$ cat src/rtl/core/idpm_pkg.sv
`timescale 1ns / 1ps
package idpm_pkg;

  // Register indexes of the configuration port
  localparam logic [2:0] CFG_TERM_COUNT = 3'd0;
  localparam logic [2:0] CFG_COEF_ZERO  = 3'd1;
  localparam logic [2:0] CFG_COEF_ONE   = 3'd2;
  localparam logic [2:0] CFG_COEF_TWO   = 3'd3;
  localparam logic [2:0] CFG_COEF_THREE = 3'd4;

  localparam int unsigned MAX_TERMS = 4;
  localparam int unsigned DEPTH_W   = 20;
  localparam int unsigned QUOT_W    = 32;
  localparam logic [2:0]  MAX_TERMS_C = 3'(MAX_TERMS);
  localparam logic [31:0] ONE_Q16   = 32'h0001_0000;

  // One item in flight through the reciprocal chain
  typedef struct packed {
    logic                 valid;
    logic                 one;
    logic [DEPTH_W-1:0]   d;
    logic [DEPTH_W-1:0]   rem;
    logic [QUOT_W-1:0]    q;
  } div_t;

  // One item in flight through the polynomial chain
  typedef struct packed {
    logic               valid;
    logic               r_clamped;
    logic               sat;
    logic [31:0]        r;
    logic [31:0]        p;
    logic signed [31:0] acc;
  } poly_t;

  typedef struct packed {
    logic               sat;
    logic signed [31:0] val;
  } clamp_t;

  // Clamp a wide signed value to the 32-bit range, flagging a clamp
  function automatic clamp_t clamp32(input logic signed [64:0] v);
    clamp_t res;
    res.sat = 1'b0;
    res.val = v[31:0];
    if (v > 65'sd2147483647) begin
      res.sat = 1'b1;
      res.val = 32'sh7FFF_FFFF;
    end else if (v < -65'sd2147483648) begin
      res.sat = 1'b1;
      res.val = 32'sh8000_0000;
    end
    return res;
  endfunction

endpackage

$ cat src/rtl/core/idpm_div_cell.sv
`timescale 1ns / 1ps
module idpm_div_cell (
  input  logic            clk_i,
  input  logic            rst_ni,
  input  logic            en_i,
  input  logic [4:0]      bit_i,
  input  idpm_pkg::div_t  in_i,
  output idpm_pkg::div_t  out_o
);
  import idpm_pkg::*;

  logic [DEPTH_W:0] rem2;
  div_t             cell_d, cell_q;

  // Shift in a zero bit of the dividend and try to subtract the divisor
  always_comb begin
    rem2   = {in_i.rem, 1'b0};
    cell_d = in_i;
    if (rem2 >= {1'b0, in_i.d}) begin
      rem2 = rem2 - {1'b0, in_i.d};
      cell_d.q[bit_i] = 1'b1;
    end
    cell_d.rem = rem2[DEPTH_W-1:0];
  end

  // Advance on enable
  always_ff @(posedge clk_i or negedge rst_ni) begin
    if (!rst_ni) begin
      cell_q <= '0;
    end else if (en_i) begin
      cell_q <= cell_d;
    end
  end

  assign out_o = cell_q;
endmodule

$ cat config.mk
export PLATFORM = sky130hd
export DESIGN_NAME = idpm_div_cell
export DESIGN_NICKNAME = d
export VERILOG_FILES = /design/src/rtl/core/idpm_pkg.sv /design/src/rtl/core/idpm_div_cell.sv
export SDC_FILE = /design/constraint.sdc
export NUM_CORES = 1
export LEC_CHECK = 0
export ABC_AREA = 0
export BUFFER_PORTS_ARGS = -buffer_cell sky130_fd_sc_hd__buf_2
export CORE_MARGIN = 3
export CORE_UTILIZATION = 30
export DETAILED_ROUTE_END_ITERATION = 16
export GPL_ROUTABILITY_DRIVEN = 0
export MAX_ROUTING_LAYER = met4
export PLACE_DENSITY = 0.6
export SLEW_MARGIN = 15
export SYNTH_ARGS = -nofsm -noshare
export SYNTH_HDL_FRONTEND = slang
export SYNTH_SLANG_ARGS = --single-unit
$ cat constraint.sdc
create_clock -name clk_i -period 1.35 [get_ports clk_i]
set_input_delay 0.0675 -clock clk_i [delete_from_list [all_inputs] [get_ports clk_i]]
set_output_delay 0.0675 -clock clk_i [all_outputs]
set_load 0.02 [all_outputs]
## Yosys cells after proc, flatten, opt, wreduce, memory -nomap -nowiden

Cells that the tools add are included.

| operators by class | value |
|---|---|
| add/sub/neg operators | 1 |
| $lt $le $gt $ge | 3 |
| muxes and demuxes | 4 |
| bitwise logic cells | 1 |
| reductions and logical operators | 1 |

Operators by type and width:

| kind | number |
|---|---|
| $mux W32 | 1 |
| $or A32 B32 Y32 | 1 |
| $ge A21 B20 Y1 | 1 |
| $mux W20 | 1 |
| $sub A20 B20 Y20 | 1 |
| $lt A5 B6 Y1 const B | 1 |
| $demux W1 S5 | 1 |
| $ge A5 B1 Y1 const B | 1 |
| $logic_and A1 B1 Y1 | 1 |
| $mux W1 | 1 |

| storage, ports and cells | value |
|---|---|
| register bits after elaboration | 74 |
| input bits | 82 |
| output and inout bits | 74 |
| logic and storage cells | 15 |

## Longest topological paths before layout

| logic depth | value |
|---|---|
| depth in word-level cells | 6 |
| depth in mapped cells | 12 |
| gate-level depth less buffers | 11 |

## Worst setup path after synthesis

OpenSTA, ideal clock, no wires.

| timing path | value |
|---|---|
| path kind | input to register |
| start | input in_i[53] in the netlist's numbering |
| end | register cell_q (netlist bit out_o[50]) |
| setup time | 0.125 ns |
| data arrival time | 1.878 ns |
| data required time | 1.225 ns |
| slack | -0.653 ns |
| stages on the path | 9 |
| path buffers | 0 |
| path through | inv_1 > ha_1 > nor2b_1 > o31ai_2 > a21oi_2 > a21o_4 > a21oi_4 > mux2_2 > mux2_4 |

| on the way | value |
|---|---|
| word-level cells in the longest chain between the ends | 2 |
| elaborated cells on any way between the ends | 3 |
| those cells by class | add/sub (1); order compare (1); mux (1) |

Ends and longest elaborated chain:

| item | RTL line | text |
|---|---|---|
| from (decl) | idpm_div_cell.sv:7 | `input idpm_pkg::div_t in_i,` |
| $sub A20 B20 Y20 or $ge A21 B20 Y1 (tied branches) | idpm_div_cell.sv:20, idpm_div_cell.sv:19 |  |
| $mux W20 * | idpm_div_cell.sv:19 | `if (rem2 >= {1'b0, in_i.d}) begin` |
| to (signal assigned) | idpm_div_cell.sv:31 | `cell_q <= cell_d;` |
| to (decl) | idpm_div_cell.sv:13 | `div_t cell_d, cell_q;` |

Every way passes the cells marked *; elsewhere a longest branch is shown, timed or not.
A chain may end at the register's enable or synchronous reset.

## Final worst setup path

Same ends and word-level chain as after synthesis.

==> out/summary.json <==
{
  "status": {
    "run_status": "finished with violations",
    "violated_checks": "setup timing"
  },
  "finish": {
    "instances_no_fill": 927,
    "layout-drive-gt1-share_pct": 58.2,
    "most-common-layout-cells": "sky130_fd_sc_hd__buf_2 (139), sky130_fd_sc_hd__buf_4 (86), sky130_fd_sc_hd__dfrtp_1 (74)",
    "final_area_um2": 7840,
    "insertedDiodeCount": 0,
    "area.growth.synth_to_final_pct": 80.3,
    "layout.filler_cells": 1156,
    "nNetsFinal": 845,
    "layout_commonest_cell": "sky130_fd_sc_hd__buf_2",
    "largest_register_ffs": 74
  },
  "place": {
    "place_inst": 835,
    "dp_hpwl_mm": 10.5,
    "placement.cell_area_um2": 6100,
    "io_buffers": 155,
    "place_ws_ps": -928
  },
  "die": {
    "chipWidth_um": 126,
    "design.portCount": 156,
    "core-area_um2": 14000,
    "fp.dieArea_um2": 16000,
    "dieHeight_um": 126,
    "start_util_pct": 31.0,
    "fp-row-count": 43
  },
  "run": {
    "cap_violations": 0
  },
  "clocking": {
    "clock_path_buffers": 2,
    "cell_at_the_root_of_the_clock_tree": "sky130_fd_sc_hd__clkbuf_16",
    "worst_setup_hold_path_clk_slew_ps": 60,
    "tritoncts_num_sinks": 74,
    "htree_num_levels": 3,
    "tritoncts": "done",
    "clk-insertion-delay-late_ps": 350,
    "cts-buffers-inserted": 9
  },
  "power": {
    "power.static_leakage_nw": 3.61,
    "power_per_cell_area_nw_per_um2": 1060,
    "worst_ir_drop_vdd_uv": 645
  },
  "synthesis": {
    "post_synth_inst_count": 441,
    "syn_nets": 544,
    "ys.warnings.count": 0,
    "synth_cell_types": 53,
    "syn_area_per_cell_um2": 9.86,
    "syn_area_um2": 4350,
    "ys_dominant_reg_cell": "sky130_fd_sc_hd__dfrtp_1",
    "synth_edf_count": 0,
    "postSynthRegisterBits": 74,
    "synth_sequential_area_ratio_pct": 42.6,
    "proportion_of_register_bits_with_asynchronous_set_or_reset_after_synthesis_pct": 100
  },
  "detailed_routing": {
    "detail_route.vias_per_cell": 4.89,
    "drt-initial-drc-count": 223,
    "vias": 4532,
    "detail_route.first_pass.iterations": 4,
    "remaining_routing_drc_violations": 0,
    "wl_per_cell_um": 16.4,
    "ant_nets": 0,
    "drt_wl_total_mm": 15.2
  },
  "grt": {
    "grt_start_max_net_pins": 75,
    "grt_overflow_total": 0,
    "number_of_antenna_violations_at_the_first_check_in_global_routing": 0,
    "grt_pass1_wl_mm": 23.8,
    "grt_pass1_vias": 4711,
    "globalRouteTotalUtil_pct": 19.2
  },
  "worst_hold_path": {
    "worst_hold_path_endpoint": "out_o[66]",
    "min-delay-path-class": "in2reg",
    "hold_path_depth": 2,
    "hold_start": "in_i[66]"
  },
  "worst_setup_path": {
    "crit_path_arrival_time_ps": 2020,
    "timing.reg2reg.worst_path_depth": 3,
    "worst_setup_path_start_kind": "input pin",
    "worstReg2RegStart": "out_o[49]",
    "rr_endpoint": "out_o[49]",
    "register_to_register_setup_slack_ps": 480,
    "path_class": "in2reg",
    "cp-end-kind": "flop",
    "required_ps": 1590,
    "crit_fanout": 7
  },
  "sta": {
    "finalHoldWorstSlack_ps": 39.1,
    "max_freq_ghz": 0.561,
    "setup_viol": 52,
    "final_period_minus_worst_setup_slack_ps": 1780,
    "setup_ws_ps": -432,
    "rsz0062_at_grt": "yes",
    "worstMarginPinSlew_ps": 407,
    "maxSlewHeadroom_pct": 72.9,
    "final_hold_viol_count": 0,
    "final.setup_skew_ps": 0,
    "final.period_utilization_pct": 132,
    "finalMaxSlewViolations": 0
  }
}
==> worst max-delay path by stage <==
stage                      to  slack [ps]  startpoint  cells after the start
finish              out_o[50]        -430    in_i[53]                     10
global route        out_o[50]        -510    in_i[64]                     11
CTS                 out_o[50]        -410    in_i[62]                     11
detailed placement  out_o[50]        -930    in_i[64]                     11
global placement    out_o[50]        -880    in_i[32]                     11
floorplan           out_o[50]        -580    in_i[32]                     10
==> cell usage after synthesis, drive strengths merged, types with 3 or more instances <==
cell type / n / share of area (%)
o211ai: 3 / 0.63
dfrtp: 74 / 43
mux2: 24 / 6.3
nand4: 5 / 0.72
nor2: 36 / 3.2
nand2b: 4 / 0.58
a21oi: 43 / 5.5
buf: 10 / 1.5
a31oi: 6 / 0.86
a21o: 5 / 1.0
mux2i: 35 / 8.1
o21ai: 54 / 6.2
a211oi: 3 / 0.52
ha: 20 / 5.8
or3: 3 / 0.43
inv: 28 / 2.4
clkbuf: 12 / 1.5
nor2b: 10 / 1.6
xnor2: 10 / 2.0
xor2: 5 / 1.0
nand2: 20 / 1.7
nand3: 9 / 1.0
==> critical path, cell delays in order <==
cell and delay, ps:
sky130_fd_sc_hd__buf_12 110, sky130_fd_sc_hd__inv_12 40, sky130_fd_sc_hd__ha_4 180, sky130_fd_sc_hd__nor2b_4 130, sky130_fd_sc_hd__o31ai_4 240, sky130_fd_sc_hd__a21oi_2 110, sky130_fd_sc_hd__a21o_4 240, sky130_fd_sc_hd__a21oi_4 300
sky130_fd_sc_hd__mux2_4 330, sky130_fd_sc_hd__mux2_4 260
==> logic make-up after synthesis <==
kind of cell,count (synthesis),synth area share [%]
AOI/OAI and AO/OA,126,17.4
and+or+nand+nor,96,11.0
DFF,74,42.6
buffers and inverters,50,5.44
xor gates and xnor gates,15,3.02
muxes,59,14.4
adders and majority gates,21,6.22
==> layer usage <==
layer / track usage, % / share of wire [%] / vias to the layer above
met3: 2.86 / 4.1 / 28
met5: - / 0 / -
met1: 22.4 / 41 / 2187
met4: 8.26 / 2.3 / 0
met2: 32.8 / 53 / 133
li1: - / - / 2184
==> per-stage QoR <==
step | util, % | power, mW | TNS (ps)
finish | 55.8 | 8.30 | -17390
CTS | 54.0 | 8.17 | -15680
detailed placement | 43.5 | 5.13 | -40640
floorplan | - | 4.11 | -20140
global placement | 43.5 | 5.08 | -38420
global route | 55.8 | 8.71 | -21310
==> layout make-up <==
| cell class | instances | area (um^2) | area share [%] |
|---|---|---|---|
| Clock buffer | 9 | 225 | 2.87 |
| Tap cell | 180 | 225 | 2.87 |
| Timing Repair Buffer | 312 | 2340 | 29.8 |
| Inverter | 28 | 143 | 1.82 |
| Multi-Input combinational cell | 317 | 2970 | 37.9 |
| Sequential cell | 74 | 1850 | 23.6 |
| Clock inverter | 7 | 85.1 | 1.09 |
==> where the power goes <==
part / total (mW) / leakage (nW) / switching [mW] / internal (mW)
Clock: 2.54 / 0.146 / 1.07 / 1.47
Combinational: 3.11 / 2.60 / 1.63 / 1.48
Sequential: 2.65 / 0.861 / 0.146 / 2.50
Total: 8.30 / 3.61 / 2.85 / 5.46
==> what timing repair did <==
action | in CTS | in global routing
gates cloned | 3 | 0
endpoints found under the setup margin | 52 | 52
hold buffers | 53 | 1
hold endpoints to repair | 126 | 1
gates resized for setup | 108 | 61
pin swaps | 51 | 45
buffers inserted | 15 | 7
Power figures use the tool's default switching activity.
